## config.mk

```make
export PLATFORM = sky130hd
export DESIGN_NAME = srl_link_mem
export DESIGN_NICKNAME = d
export VERILOG_FILES = /design/src/rtl/core/srl_pkg.sv /design/src/rtl/core/srl_link_mem.sv
export SDC_FILE = /design/constraint.sdc
export NUM_CORES = 1
export LEC_CHECK = 0
export BUFFER_PORTS_ARGS = -buffer_cell sky130_fd_sc_hd__buf_2
export CORE_MARGIN = 2
export CORE_UTILIZATION = 25
export CTS_CLUSTER_SIZE = 24
export DETAILED_ROUTE_END_ITERATION = 10
export HOLD_SLACK_MARGIN = 0.12
export PLACE_DENSITY = 0.42
export SLEW_MARGIN = 25
export SYNTH_ARGS = -nofsm -noshare
export SYNTH_HDL_FRONTEND = slang
export SYNTH_SLANG_ARGS = --single-unit
```

## constraint.sdc

```tcl
create_clock -name clock -period 2.3 [get_ports clock]
set_input_delay 0.345 -clock clock [delete_from_list [all_inputs] [get_ports clock]]
set_output_delay 0.345 -clock clock [all_outputs]
set_load 0.05 [all_outputs]
```

## src/rtl/core/srl_pkg.sv

```systemverilog
// Shared types, constants and helper functions for the sorted record list block.
`default_nettype none
package srl_pkg;

   localparam int NUM_LISTS_DEF        = 10;
   localparam int POOL_ENTRIES_DEF     = 64;
   localparam int MAX_RECORD_WORDS_DEF = 8;

   typedef enum logic [1:0] {
      OP_OPEN  = 2'd0,
      OP_CLOSE = 2'd1,
      OP_PUT   = 2'd2,
      OP_GET   = 2'd3
   } op_type;

   typedef enum logic [1:0] {
      ST_OK  = 2'd0,
      ST_ERR = 2'd1,
      ST_EOD = 2'd2
   } status_type;

   typedef enum logic [3:0] {
      S_IDLE,
      S_DEC,
      S_FILL,
      S_ALLOC,
      S_CRD,
      S_CEV,
      S_WNXT,
      S_LNK2,
      S_GNXT,
      S_GRD,
      S_GOUT,
      S_RESP
   } state_type;

   typedef struct packed {
      logic differ;
      logic greater;
   } cmp_res_type;

   // words needed for a byte length
   function automatic logic [4:0] words_of(input logic [6:0] len);
      logic [7:0] sum;
      sum = {1'b0, len} + 8'd7;
      return sum[7:3];
   endfunction

   // bytes of word w that lie inside a length of len bytes
   function automatic logic [63:0] byte_mask(input logic [6:0] len, input logic [5:0] w);
      logic [9:0]  start;
      logic [9:0]  nb;
      logic [3:0]  drop;
      logic [63:0] res;
      start = {1'b0, w, 3'b000};
      nb    = {3'b000, len} - start;
      drop  = 4'd8 - nb[3:0];
      if ({3'b000, len} <= start) begin
         res = 64'd0;
      end else if (nb >= 10'd8) begin
         res = {64{1'b1}};
      end else begin
         res = {64{1'b1}} << {drop[2:0], 3'b000};
      end
      return res;
   endfunction

endpackage
`default_nettype wire

```

## src/rtl/core/srl_link_mem.sv

```systemverilog
// Node link memory: one write port, one registered read port.
`default_nettype none
module srl_link_mem
   import srl_pkg::*;
#(
   parameter int POOL_ENTRIES = POOL_ENTRIES_DEF,
   parameter int NW           = $clog2(POOL_ENTRIES),
   parameter int PW           = $clog2(POOL_ENTRIES + 1)
) (
   input  wire logic          clock,
   input  wire logic          wr_en,
   input  wire logic [NW-1:0] wr_addr,
   input  wire logic [PW-1:0] wr_data,
   input  wire logic [NW-1:0] rd_addr,
   output logic      [PW-1:0] rd_data
);

   logic [PW-1:0] mem [POOL_ENTRIES];

   always_ff @(posedge clock) begin
      if (wr_en) begin
         mem[wr_addr] <= wr_data;
      end
      rd_data <= mem[rd_addr];
   end

endmodule
`default_nettype wire

```

==> results.tsv <==
stage	metric	value	unit
status	status	complete, no violations	
floorplanning	die area	0.0727	sq mm
sta	unrepaired setup endpoints after global routing	no	
final_layout	area of the multi-input gates	0.00377	sq mm
final_layout	layout cells sized above 1	33.7	%
floorplanning	Die X	270	microns
worst_setup_path	Worst Setup SP	mem[22][2]	
place	Port Buffers	27	
synthesis	syn_nets	848	
sta	Worst-Margin Slew	0.773	ns
global_routing	vias in the first global route	9254	
synthesis	Synth Register Bits	455	
worst_setup_path	reg2reg setup slack	0.51	ns
place	pre-CTS WS	0.0694	ns
route	WL final	47300	microns
worst_setup_path	critical path, cell by cell	mux4_2 -> mux2_2 -> o22ai_1 -> buf_4 -> o31ai_1	
sta	Slew HR	48.4	%
route	vias per std cell	4.41	
global_routing	global-route usage over all layers	13.1	%
final_layout	filler instances	6848	
min_path	worst min path class	in2reg	
sta	fin worst setup slack	0.514	ns
worst_setup_path	CP Capture Point	rd_data[2]	
sta	final setup TNS	0	ns
synthesis	share of the synthesized area in the top cell type	76.3	%
synthesis	syn_area_per_cell	21.3	sq um
global_routing	grt total ovfl	0	
floorplanning	core area	0.0699	sq mm
floorplanning	io pins	28	
place	GPL Wtd Cong	0.762	
worst_setup_path	Startpoint Class	flip-flop	
sta	Tmin final	1.79	ns
worst_setup_path	Critical Path RT	2.77	ns
synthesis	area of the mapped netlist	0.0176	sq mm
job	Max Cap Viol	0	
pwr	Power per Cell Area	820	mW/mm^2
floorplanning	Rows	97	
sta	Max Transition Viols Final	0	
pwr	Leak	6.87	nW
clock_network	H-tree depth	2	
synthesis	post-synthesis cell count	827	
synthesis	post-synthesis sequential area ratio	77.1	%
clock_network	clock tree sinks	455	
clock_network	number of post-CTS setup repair buffers	0	
final_layout	nets@finish	1027	
floorplanning	Die H	270	microns
synthesis	post-synth cell types	38	
route	antenna viol nets, final	0	
pwr	VDD IR max	0.000468	V
clock_network	cts bufs inserted	48	
sta	Final Skew	0.0314	ns
route	routed vias	8746	
worst_setup_path	Crit Path Class	reg2reg	
clock_network	Reg clk slew, reported paths	0.06	ns
route	Routed WL per cell	23.8	microns
synthesis	Synth area leader	edfxtp_1	
sta	Final Cycle Share	77.6	%
place	Area after DPL	0.0200	sq mm
route	Pre-Repair DR Iteration Count	5	
global_routing	first-pass GRT wire length	68600	microns
global_routing	initial antenna violation count	2	
worst_setup_path	data arrival time of the worst path	2.25	ns
worst_setup_path	Worst R2R Start	mem[22][2]	
synthesis	synth top area cells	edfxtp_1, mux4_2, nor2_1	
route	DR DRC count	0	
clock_network	CTS tree	done	
final_layout	final instance area	0.0215	sq mm
clock_network	worst skew pair latency	0.59	ns
final_layout	Syn-to-layout area delta	22.0	%
worst_setup_path	Crit-path slowest cell	mux4_2	
synthesis	yosys warns	0	
sta	final hold viol count	0	
clock_network	clk buf depth	3	
worst_setup_path	max incr delay on CP	0.49	ns
worst_setup_path	reg2reg path depth	5	
floorplanning	Starting Density	25.2	%
clock_network	root cell of the clock tree	clkbuf_16	
worst_setup_path	crit path capture type	flip-flop	
clock_network	post-cts resize count	0	
global_routing	largest net degree at the start of global routing	65	
route	DRT iter0 DRCs	778	
clock_network	number of buffers inserted by hold repair at cts	0	
final_layout	register area	0.0136	sq mm
place	Post-DP HPWL	30600	microns
sta	setup violators final	0	
worst_setup_path	worst r2r dst	rd_data[2]	
worst_setup_path	CP max FO	1	
sta	FMAX	0.560	GHz
[routing by layer]
metal / up-vias / track usage, % / routed length [microns]
met5: - / 0 / 8
met4: 2 / 4.08 / 1270
met1: 4673 / 17.9 / 21300
met2: 172 / 21.1 / 22800
met3: 67 / 2.44 / 1940
li1: 3832 / - / -
[sequential cells by signal, summed over array words and instances (netlist names)]
signal and flops:
rd_data 7, mem 448
[cell usage after synthesis]
library cell / n
a32o_1: 2
nand3b_1: 4
o31ai_1: 8
o22ai_1: 12
dfxtp_1: 7
buf_8: 1
nand4_1: 2
nand3_1: 9
nand2b_1: 6
buf_2: 15
a41o_1: 2
buf_4: 5
clkbuf_1: 18
o221ai_1: 9
edfxtp_1: 448
and3_1: 1
nand2_1: 8
inv_1: 2
a22oi_1: 8
mux2_2: 2
buf_6: 6
a211oi_1: 4
nand4b_1: 1
or3_1: 2
mux4_2: 112
mux2i_1: 16
or3b_2: 2
o21ai_1: 5
a21oi_1: 7
nor3b_1: 3
a21o_1: 1
nor2_1: 76
a22o_1: 3
nor3_1: 8
o21ai_0: 3
nor2b_1: 5
a41oi_1: 1
and3b_1: 3
[placed cells by master, fill, tap and decap left out, types with 3 or more instances in the layout]
| master | synthesis | final |
|---|---|---|
| a211oi_1 | 4 | 4 |
| a21oi_1 | 7 | 7 |
| a22o_1 | 3 | 3 |
| a22oi_1 | 8 | 8 |
| and3b_1 | 3 | 3 |
| buf_12 | 0 | 20 |
| buf_2 | 15 | 24 |
| buf_4 | 5 | 129 |
| clkbuf_1 | 18 | 15 |
| clkbuf_16 | 0 | 50 |
| clkinv_1 | 0 | 10 |
| clkinv_2 | 0 | 7 |
| dfxtp_1 | 7 | 7 |
| edfxtp_1 | 448 | 448 |
| mux2i_1 | 16 | 16 |
| mux4_2 | 112 | 112 |
| nand2_1 | 8 | 8 |
| nand2b_1 | 6 | 6 |
| nand3_1 | 9 | 9 |
| nand3b_1 | 4 | 4 |
| nor2_1 | 76 | 76 |
| nor2b_1 | 5 | 5 |
| nor3_1 | 8 | 8 |
| nor3b_1 | 3 | 3 |
| o21ai_0 | 3 | 3 |
| o21ai_1 | 5 | 5 |
| o221ai_1 | 9 | 9 |
| o22ai_1 | 12 | 12 |
| o31ai_1 | 8 | 8 |
[how the worst min path moves through the flow]
stage	start	endpoint	slack, ns	cells after the start
floorplan	wr_data[0]	mem[0][0]	0.44	0
global placement	rd_addr[5]	rd_data[2]	0.77	3
detailed placement	rd_addr[5]	rd_data[2]	0.79	3
CTS	rd_addr[5]	rd_data[2]	0.15	3
global route	rd_addr[5]	rd_data[2]	0.20	3
finish	rd_addr[5]	rd_data[2]	0.19	3
[through the flow]
step	util, %	hold slack, ns	cells	total power [mW]
after global routing	30.8	0.200	1983	18.3
after CTS	30.8	0.154	1983	17.9
after floorplan	-	0.444	827	9.90
final	30.8	0.192	1984	17.6
after global placement	28.7	0.773	1896	10.5
after detailed placement	28.7	0.785	1896	10.5
[logic make-up after synthesis]
family / count (synthesis) / share of synthesized area [%]
compound gates: 65 / 2.62
flops: 455 / 77.1
buf+inv: 47 / 1.53
simple gates: 130 / 3.43
mux: 130 / 15.3
[power by group]
| group | total [mW] | leakage, nW | internal, mW | switching [mW] |
|---|---|---|---|---|
| logic | 1.07 | 2.07 | 0.422 | 0.645 |
| registers | 9.21 | 4.09 | 9.18 | 0.0345 |
| clock network | 7.37 | 0.712 | 4.20 | 3.17 |
| total | 17.6 | 6.87 | 13.8 | 3.85 |
[area by class of cell]
type	count	area share, %
antenna	1	0.0116
clock buffer	65	6.07
clock inverter	22	0.762
inverter	2	0.0349
multi-input combinational	325	17.5
sequential	455	63.2
tap	940	5.46
timing repair buffer	174	6.97
[worst max-delay path: cells and delay by family, from the launching register on]
kind            cells  cell delay (ns)
compound gates      2             0.33
buf+inv             1             0.18
flops               1             0.38
mux                 2             0.78
Note: power is estimated with default switching activity, not from simulation.
