<file path="src/rtl/core/srl_pkg.sv">
// Shared types, constants and helper functions for the sorted record list block.
`default_nettype none
package srl_pkg;

   localparam int NUM_LISTS_DEF        = 10;
   localparam int POOL_ENTRIES_DEF     = 64;
   localparam int MAX_RECORD_WORDS_DEF = 8;

   typedef enum logic [1:0] {
      OP_OPEN  = 2'd0,
      OP_CLOSE = 2'd1,
      OP_PUT   = 2'd2,
      OP_GET   = 2'd3
   } op_type;

   typedef enum logic [1:0] {
      ST_OK  = 2'd0,
      ST_ERR = 2'd1,
      ST_EOD = 2'd2
   } status_type;

   typedef enum logic [3:0] {
      S_IDLE,
      S_DEC,
      S_FILL,
      S_ALLOC,
      S_CRD,
      S_CEV,
      S_WNXT,
      S_LNK2,
      S_GNXT,
      S_GRD,
      S_GOUT,
      S_RESP
   } state_type;

   typedef struct packed {
      logic differ;
      logic greater;
   } cmp_res_type;

   // words needed for a byte length
   function automatic logic [4:0] words_of(input logic [6:0] len);
      logic [7:0] sum;
      sum = {1'b0, len} + 8'd7;
      return sum[7:3];
   endfunction

   // bytes of word w that lie inside a length of len bytes
   function automatic logic [63:0] byte_mask(input logic [6:0] len, input logic [5:0] w);
      logic [9:0]  start;
      logic [9:0]  nb;
      logic [3:0]  drop;
      logic [63:0] res;
      start = {1'b0, w, 3'b000};
      nb    = {3'b000, len} - start;
      drop  = 4'd8 - nb[3:0];
      if ({3'b000, len} <= start) begin
         res = 64'd0;
      end else if (nb >= 10'd8) begin
         res = {64{1'b1}};
      end else begin
         res = {64{1'b1}} << {drop[2:0], 3'b000};
      end
      return res;
   endfunction

endpackage
`default_nettype wire

</file>
<file path="src/rtl/core/srl_key_cmp.sv">
// Shared key comparator: one masked 64-bit key word per use.
`default_nettype none
module srl_key_cmp
   import srl_pkg::*;
(
   input  wire logic [63:0] word_a,
   input  wire logic [63:0] word_b,
   input  wire logic [6:0]  key_len,
   input  wire logic [5:0]  word_idx,
   output cmp_res_type      res
);

   logic [63:0] mask;
   logic [63:0] xa;
   logic [63:0] xb;

   always_comb begin
      mask        = byte_mask(key_len, word_idx);
      xa          = word_a & mask;
      xb          = word_b & mask;
      res.differ  = (xa != xb);
      res.greater = (xa > xb);
   end

endmodule
`default_nettype wire

</file>
<file path="config.mk">
export PLATFORM = sky130hd
export DESIGN_NAME = srl_key_cmp
export DESIGN_NICKNAME = d
export VERILOG_FILES = /design/src/rtl/core/srl_pkg.sv /design/src/rtl/core/srl_key_cmp.sv
export SDC_FILE = /design/constraint.sdc
export NUM_CORES = 1
export LEC_CHECK = 0
export BUFFER_PORTS_ARGS = -buffer_cell sky130_fd_sc_hd__buf_2
export CAP_MARGIN = 10
export CORE_MARGIN = 3
export CORE_UTILIZATION = 47
export DETAILED_ROUTE_END_ITERATION = 12
export PLACE_DENSITY_LB_ADDON = 0.05
export SYNTH_ARGS = -nofsm -noshare
export SYNTH_HDL_FRONTEND = slang
export SYNTH_SLANG_ARGS = --single-unit
</file>
<file path="constraint.sdc">
create_clock -name vclk -period 4.33
set_clock_uncertainty 0.2 [all_clocks]
set_input_delay 0.2165 -clock vclk [all_inputs]
set_output_delay 0.2165 -clock vclk [all_outputs]
set_load 0.01 [all_outputs]
</file>
==> impl_metrics.yaml, run 1 <==
sta:
  finalSetupViolCount: 0
  fin_crit_ps: 4200
  slew_headroom_pct: 69.7
  max_slew.worst_pin.slew_ps: 455
  hold_viol_final: 0
  period_share_pct: 97.0
  max_freq_mhz: 238
  timing.hold.ws_ps: 833
  finalMaxSlewViolations: 0
  layout_setup_ws_ps: 130
logic_synthesis:
  yosysSeqAreaShare_pct: 0
  ys_types: 39
  ys.warnings.count: 0
  synth.largest_area_cell: "ha_1"
  yosys.area.top_type_share_pct: 37.5
  avgSynthCellArea_um2: 6.99
  synth_top_cells_by_count: "ha_1, nand2_1, and2_1"
  yosys-top-cells-area: "ha_1, and2_1, nand2_1, a21oi_1, nand4_1"
  synthCells: 344
  syn_area_um2: 2400
  synth_fp_nets: 558
setup_path:
  worstPathArrival_ps: 3780
  cpLargestDelayFamily: "compound AO/OA/AOI/OAI gates"
  startpoint_type: "input pin"
  required_ps: 3910
  crit_start: "key_len[3]"
  crit_path_end_kind: "primary output"
  cpPeakStageDelay_ps: 400
  crit_chain: "buf_2 -> inv_1 -> ha_4 -> inv_1 -> fa_2 -> xor2_1 -> a21oi_1 -> a21oi_2 -> nor3_4 -> buf_6 -> a31oi_2 -> buf_6 -> and2_1 -> ha_1 -> nand4_1 -> nor3_2 -> a221o_1 -> o31ai_2 -> a31o_2 -> o21ai_1 -> buf_2"
  cp.buffers_inverters: 6
  cp_max_fo: 8
  path_class: "in -> out"
  cp_slowest_cell: "fa_2"
layout:
  nNetsFinal: 708
  final_layout_size_suffix_gt1_share_pct: 36.8
  design.seq.count: 0
  fillers: 472
  final_util_pct: 70.0
  synthToLayoutAreaGrowth_pct: 40.3
  diodes: 0
  clock_buffers: 0
  seqCellArea_um2: 0
  final_cells: 559
power_and_ir_drop:
  p_sw_share_pct: 48.9
  p_leak_nw: 1.77
  clockPowerShare_pct: 0
  powerDensity_nw_per_um2: 90.2
  p_int_mw: 0.156
  p_sw_mw: 0.149
  vdd_drop_max_mv: 0.0491
  pwr-share-comb_pct: 100.0
  seq_power_share_pct: 0
  total_power_mw: 0.304
drt:
  drt-initial-drc-count: 48
  detail_route.drc_violations: 0
  wl_um: 6530
  avgViaCountPerCell: 5.16
  ant_nets: 0
  vias: 2885
  wl_per_cell_um: 11.7
  dr.pass1.iters: 4
placed_design:
  dp_slack_ps: -31.7
  place_hpwl_um: 5550
  place_inst: 555
  gp_congestion: 0.831
  io_buffers: 143
status:
  status: "complete, no violations"
global_route:
  antenna_found_initial: 0
  grt_pass1_wl_um: 10300
  grt_pass1_vias: 2621
  gr-total-overflow: 0
  grt_usage_pct: 19.4
  grt_start_max_net_pins: 17
floorplanning:
  ios: 143
  die_w_um: 77.5
  die_area_um2: 6010
  start_util_pct: 49.9
  rows: 25
  die_h_um: 77.5
  core_um2: 4820
job:
  cap_violations: 0
clock_tree:
  postCtsHoldBufs: 0
hold_path:
  worst_hold_startpoint: "word_b[31]"
  hp-class: "in -> out"
==> final cells by class <==
cell class | instances | area [µm²] | area share [%]
multi-input combinational | 323 | 2420 | 71.8
timing repair buffer | 156 | 820 | 24.3
tap | 67 | 83.8 | 2.49
inverter | 13 | 48.8 | 1.45
==> cell usage in the layout (no fill, tap or decap), types with 4 or more instances in the layout <==
cell type and count:
nor4_2 4, a21oi_1 25, a21oi_2 4, a21o_1 7, ha_1 69, nor2_1 5, buf_2 145, nand2_1 72
nand4_1 14, buf_4 8, o21ai_0 4, inv_1 13, and2_1 64, nand3_1 13
==> stage by stage <==
| stage | setup TNS (ps) | instance area, µm² |
|---|---|---|
| detailed placement | -31.7 | 3230 |
| global route | -166 | 3370 |
| floorplan | 0 | 2400 |
| CTS | 0 | 3230 |
| global placement | 0 | 3230 |
| finish | 0 | 3370 |
==> routing by layer <==
layer | share of wire, % | track usage (%)
met5 | 0 | 0
met4 | 0.49 | 1.25
met3 | 6.2 | 2.32
met2 | 50 | 37.5
met1 | 43 | 23.7
==> worst paths after layout <==
| kind | endpoint | depth (start not counted) |
|---|---|---|
| setup / recovery | res[0] | 21 |
| hold / removal | res[0] | 6 |
==> cell families (layout without fill, tap and decap cells) <==
kind of cell               after synthesis  in the layout  share of synthesized area (%)
adders and majority gates               73             73                           38.3
AOI/OAI and AO/OA                       63             63                           17.0
xor gates and xnor gates                 1              1                          0.364
buffers and inverters                   21            169                           3.75
and+or+nand+nor                        186            186                           40.6
==> worst min-delay path: stages <==
cell     delay (ps)
buf_2           100
nand2_1          60
ha_1            150
nor4_2           50
o21ai_1         100
buf_2           140
==> power by group through the flow <==
| stage | Clock, mW | Combinational, mW | Sequential (mW) |
|---|---|---|---|
| 2_1_floorplan | 0 | 0.171 | 0 |
| 3_3_place_gp | 0 | 0.271 | 0 |
| 3_5_place_dp | 0 | 0.276 | 0 |
| 4_1_cts | 0 | 0.278 | 0 |
| 5_1_grt | 0 | 0.345 | 0 |
| 6_report | 0 | 0.304 | 0 |
==> timing repair <==
| action | CTS | global route |
|---|---|---|
| buffers inserted | 0 | 1 |
| gates cloned | 0 | 3 |
| pin swaps | 0 | 12 |
| gates resized for setup | 1 | 25 |
| endpoints found under the setup margin | 1 | 2 |
Note: power is estimated with default switching activity, not from simulation.
==> run 2, diff against run 1 <==
==> constraint.sdc (replaced) <==
create_clock -name vclk -period 4.33
set_clock_uncertainty 0.2 [all_clocks]
set_input_delay 0.866 -clock vclk [all_inputs]
set_output_delay 0.866 -clock vclk [all_outputs]
set_load 0.01 [all_outputs]
==> run 2 against run 1 <==
  * Maximum frequency shrank 21%
  * Global-route usage grew 3.6 points
  * Die area is the same
  * Non-clock buffer count grew 35
  * The flow now finishes with violations (negative setup slack)
  * Clock-buffer cell count is the same
  * Worst setup slack lost 1100 ps
  * Via count grew 5.8%
  * Sequential share of layout area is the same
  * Combinational power grew 27%
==> impl_metrics.yaml, run 2 (synthesis gave the netlist of run 1 again) <==
layout:
  clock_buffers: 0
  design.seq.count: 0
  diodes: 0
  mostFrequentLayoutCells: "buf_2, nand2_1, ha_1"
  seqCellArea_um2: 0
  synthToLayoutAreaGrowth_pct: 61.7
  final_common_cell: "buf_2"
  nNetsFinal: 744
  fillers: 356
  final_layout_size_suffix_gt1_share_pct: 44.9
setup_path:
  crit_chain: "buf_6 -> inv_4 -> ha_4 -> inv_2 -> fa_2 -> xor2_1 -> a21oi_1 -> a21oi_2 -> nor3_4 -> buf_4 -> buf_8 -> buf_4 -> a21oi_4 -> and2_1 -> ha_1 -> nand4_1 -> inv_1 -> a221oi_2 -> nor3_2 -> nor4_4 -> o21ai_1 -> buf_2"
  worstPathArrival_ps: 4220
  worst_path_most_repeated_cell: "buf_4"
  crit_path_end_kind: "primary output"
  cpLargestDelayFamily: "simple AND/OR/NAND/NOR gates"
  cp.buffers_inverters: 8
  required_ps: 3260
  cp_max_fo: 8
  cp_slowest_cell: "fa_2"
  cpPeakStageDelay_ps: 330
  path_class: "in -> out"
  startpoint_type: "input pin"
drt:
  wl_um: 7470
  ant_nets: 0
  wl_met1_um: 3240
  detail_route.drc_violations: 0
  wl_met3_um: 356
  routed.top_layer: "met4"
  vias: 3051
  dr.pass1.iters: 4
  wl_met2_um: 3750
  avgViaCountPerCell: 5.13
  drt-initial-drc-count: 70
  wl_per_cell_um: 12.6
floorplanning:
  core_um2: 4820
  ios: 143
  die_w_um: 77.5
  die_h_um: 77.5
  rows: 25
  start_util_pct: 49.9
  die_area_um2: 6010
sta:
  timing.hold.ws_ps: 2150
  max_freq_mhz: 189
  layout_setup_ws_ps: -959
  slew_headroom_pct: 71.3
  finalMaxSlewViolations: 0
  max_slew.worst_pin.slew_ps: 426
  finalSetupViolCount: 2
  period_share_pct: 122
  fin_crit_ps: 5290
  rsz0062_at_grt: "yes"
  hold_viol_final: 0
power_and_ir_drop:
  p_leak_nw: 1.98
  vdd_drop_max_mv: 0.0569
  powerDensity_nw_per_um2: 99.2
placed_design:
  gp_congestion: 0.836
  io_buffers: 143
  place_hpwl_um: 5850
  dp_slack_ps: -1160
global_route:
  grt_start_max_net_pins: 17
  grt_pass1_wl_um: 12100
  grt_pass1_vias: 2945
  antenna_found_initial: 0
  gr-total-overflow: 0
  grt_usage_pct: 23.0
hold_path:
  hold_depth: 6
  hold_end: "res[0]"
  worst_hold_startpoint: "word_b[31]"
  hp-class: "in -> out"
status:
  violations: "negative setup slack"
  status: "finished with violations"
job:
  cap_violations: 0
==> run 2: where the power goes <==
part / switching [mW] / internal (mW) / leakage (nW)
Sequential: 0 / 0 / 0
Combinational: 0.179 / 0.206 / 1.98
Clock: 0 / 0 / 0
Total: 0.179 / 0.206 / 1.98
==> run 2: worst max-delay path by stage <==
stage | start | endpoint | slack (ps) | cells past startpoint
floorplan | key_len[3] | res[0] | -630 | 18
global placement | key_len[3] | res[0] | -1070 | 20
detailed placement | key_len[3] | res[0] | -1160 | 20
CTS | key_len[3] | res[0] | -910 | 21
global route | key_len[3] | res[0] | -1170 | 22
finish | key_len[3] | res[0] | -960 | 22
==> run 2: through the flow <==
stage / total power [mW] / utilization, % / setup TNS (ps) / area (µm²) / std cells
after floorplan: 0.180 / - / -1200 / 2480 / 344
after detailed placement: 0.327 / 73.7 / -2210 / 3550 / 587
after CTS: 0.362 / 79.1 / -1680 / 3810 / 593
after global placement: 0.321 / 73.7 / -2060 / 3550 / 587
final: 0.386 / 80.7 / -1800 / 3890 / 595
after global routing: 0.430 / 80.7 / -2140 / 3890 / 595
==> run 2: cell type report <==
| type | instances | area [µm²] | area share (%) |
|---|---|---|---|
| timing repair buffer | 191 | 1120 | 28.8 |
| multi-input combinational | 324 | 2630 | 67.7 |
| tap | 67 | 83.8 | 2.16 |
| inverter | 13 | 51.3 | 1.32 |
==> run 2: repair_timing <==
action                                  4_1_cts  5_1_grt
gates cloned                                  2        0
pin swaps                                    37        9
hold buffers                                  0        0
gates resized for setup                      36       11
endpoints found under the hold margin         0        0
setup buffers                                 5        2
endpoints found under the setup margin        2        2
==> run 2: layer usage <==
metal  up-vias  GRT usage, %
met5         -             0
met1      1336          29.1
met2       102          43.7
li1       1601             -
met3        12          1.28
met4         0          2.85
==> run 3, diff against run 2 <==
--- a/config.mk
+++ b/config.mk
@@ -5,10 +5,11 @@
 export SDC_FILE = /design/constraint.sdc
 export NUM_CORES = 1
 export LEC_CHECK = 0
+export ABC_CLOCK_PERIOD_IN_PS = 4200
 export BUFFER_PORTS_ARGS = -buffer_cell sky130_fd_sc_hd__buf_2
 export CAP_MARGIN = 10
 export CORE_MARGIN = 3
-export CORE_UTILIZATION = 47
+export CORE_UTILIZATION = 42
 export DETAILED_ROUTE_END_ITERATION = 12
 export PLACE_DENSITY_LB_ADDON = 0.05
 export SYNTH_ARGS = -nofsm -noshare
==> constraint.sdc (replaced) <==
create_clock -name vclk -period 4.2
set_clock_uncertainty 0.2 [all_clocks]
set_input_delay 0.84 -clock vclk [all_inputs]
set_output_delay 0.84 -clock vclk [all_outputs]
set_load 0.01 [all_outputs]
==> run 3 against run 2 <==
  * The run still ends with negative setup slack left
  * Utilization decreased by 3.6 points
  * Cell area increased by 5.2%
  * Critical path depth unchanged
  * Cell count increased by 3.0%
  * Via count increased by 3.9%
  * First-iteration DRC count increased by 27%
  * Sequential cell count unchanged
  * Power increased by 8.3%
  * Combinational power increased by 8.3%
  * Worst setup slack got worse by 34 ps
  * Largest cell class unchanged
  * Largest power group unchanged
==> impl_metrics.yaml, run 3 (synthesis gave the netlist of run 1 again) <==
global_route:
  grt_pass1_wl_um: 11900
  grt_use_met3_pct: 1.21
  antenna_found_initial: 0
  gr-total-overflow: 0
  grt_pass1_vias: 2947
  met2_usage_pct: 39.8
  grt_usage_pct: 21.5
  grt_start_max_net_pins: 17
  met1_usage_pct: 27.4
  top_usage_layer: "met2"
status:
  status: "finished with violations"
  violations: "negative setup slack"
drt:
  avgViaCountPerCell: 5.17
  vias: 3171
  detail_route.drc_violations: 0
  drt-initial-drc-count: 89
  dr.pass1.iters: 4
  wl_um: 7960
  wl_per_cell_um: 13.0
  ant_nets: 0
layout:
  fillers: 432
  mostFrequentLayoutCells: "buf_2, nand2_1, ha_1"
  clock_buffers: 0
  final_common_cell: "buf_2"
  seqCellArea_um2: 0
  design.seq.count: 0
  synthToLayoutAreaGrowth_pct: 70.1
  diodes: 0
  final_util_pct: 77.1
  nNetsFinal: 759
  final_layout_size_suffix_gt1_share_pct: 47.9
  multi_input_area_um2: 2710
  finalInstanceArea_um2: 4090
placed_design:
  place_area_um2: 3540
  gp_congestion: 0.829
  io_buffers: 143
  place_hpwl_um: 6020
sta:
  period_share_pct: 124
  slew_headroom_pct: 66.6
  fin_crit_ps: 5190
  rsz0062_at_grt: "yes"
  max_freq_mhz: 193
  hold_viol_final: 0
  max_slew.worst_pin.slew_ps: 501
  finalSetupViolCount: 2
  finalMaxSlewViolations: 0
  layout_setup_ws_ps: -993
  timing.hold.ws_ps: 2090
power_and_ir_drop:
  p_int_mw: 0.223
  p_sw_share_pct: 46.6
  clockPowerShare_pct: 0
  total_power_mw: 0.418
  p_sw_mw: 0.194
  pwr-share-comb_pct: 100.0
  p_leak_nw: 2.07
  vdd_drop_max_mv: 0.0616
  powerDensity_nw_per_um2: 102
  seq_power_share_pct: 0
floorplanning:
  rows: 26
  start_util_pct: 45.3
  die_w_um: 81.7
  core_um2: 5300
  die_h_um: 81.7
  die_area_um2: 6670
  ios: 143
setup_path:
  required_ps: 3160
  crit_path_end_kind: "primary output"
  cp_max_fo: 5
  path_class: "in -> out"
  startpoint_type: "input pin"
  worstPathArrival_ps: 4150
hold_path:
  hp-class: "in -> out"
  hold_depth: 6
clock_tree:
  postCtsHoldBufs: 0
job:
  cap_violations: 0
run 3: changes by cell type in the layout (fill, tap and decap cells not counted), moves of 3 or more:
cell     before  now
nand2_2       0    3
a21oi_1      24   21
buf_6         5   13
buf_4        43   49
nand2_1      72   69
run 3: cell type report:
class | instances | share of cell area, %
Multi-Input combinational cell | 325 | 66.3
Timing Repair Buffer | 205 | 30.3
Tap cell | 70 | 2.14
Inverter | 13 | 1.25
run 3: power groups by stage:
stage | clock network, mW | registers, mW | logic [mW]
after floorplan | 0 | 0 | 0.185
after global placement | 0 | 0 | 0.330
after detailed placement | 0 | 0 | 0.336
after CTS | 0 | 0 | 0.381
after global routing | 0 | 0 | 0.463
final | 0 | 0 | 0.418
run 3: final timing paths:
check	startpoint	endpoint
worst min-delay path	word_b[31]	res[0]
worst max-delay path	key_len[3]	res[0]
run 3: per-layer routing:
| layer | vias up | wire, µm | share of wire (%) |
|---|---|---|---|
| met5 | - | 0 | 0 |
| met3 | 14 | 518 | 6.5 |
| li1 | 1637 | - | - |
| met1 | 1414 | 3500 | 44 |
| met2 | 106 | 3810 | 48 |
| met4 | 0 | 140 | 1.8 |
run 3: repair_timing:
item	CTS	global route
setup buffers	14	4
pin swaps	38	20
gates resized for setup	49	22
endpoints found under the setup margin	2	2
cloned	4	1
run 3: critical path, stage by stage:
cell and delay (ps):
buf_6 100, inv_4 40, ha_4 120, inv_2 30, fa_2 340, xor2_1 150, a21oi_1 140, a21oi_2 60
nor3_4 210, buf_6 140, a21oi_4 70, buf_4 160, buf_4 130, and2_4 150, ha_4 200, nand4_1 120
nor2_1 60, a221o_1 330, o31a_1 250, nor4_2 290, o21ai_1 80, buf_2 140
run 3: through the flow:
step	setup slack, ps	instances	TNS (ps)
floorplan	-711	344	-1360
global placement	-1130	590	-2180
detailed placement	-1210	590	-2350
CTS	-979	608	-1860
global route	-1170	613	-2200
finish	-993	613	-1850
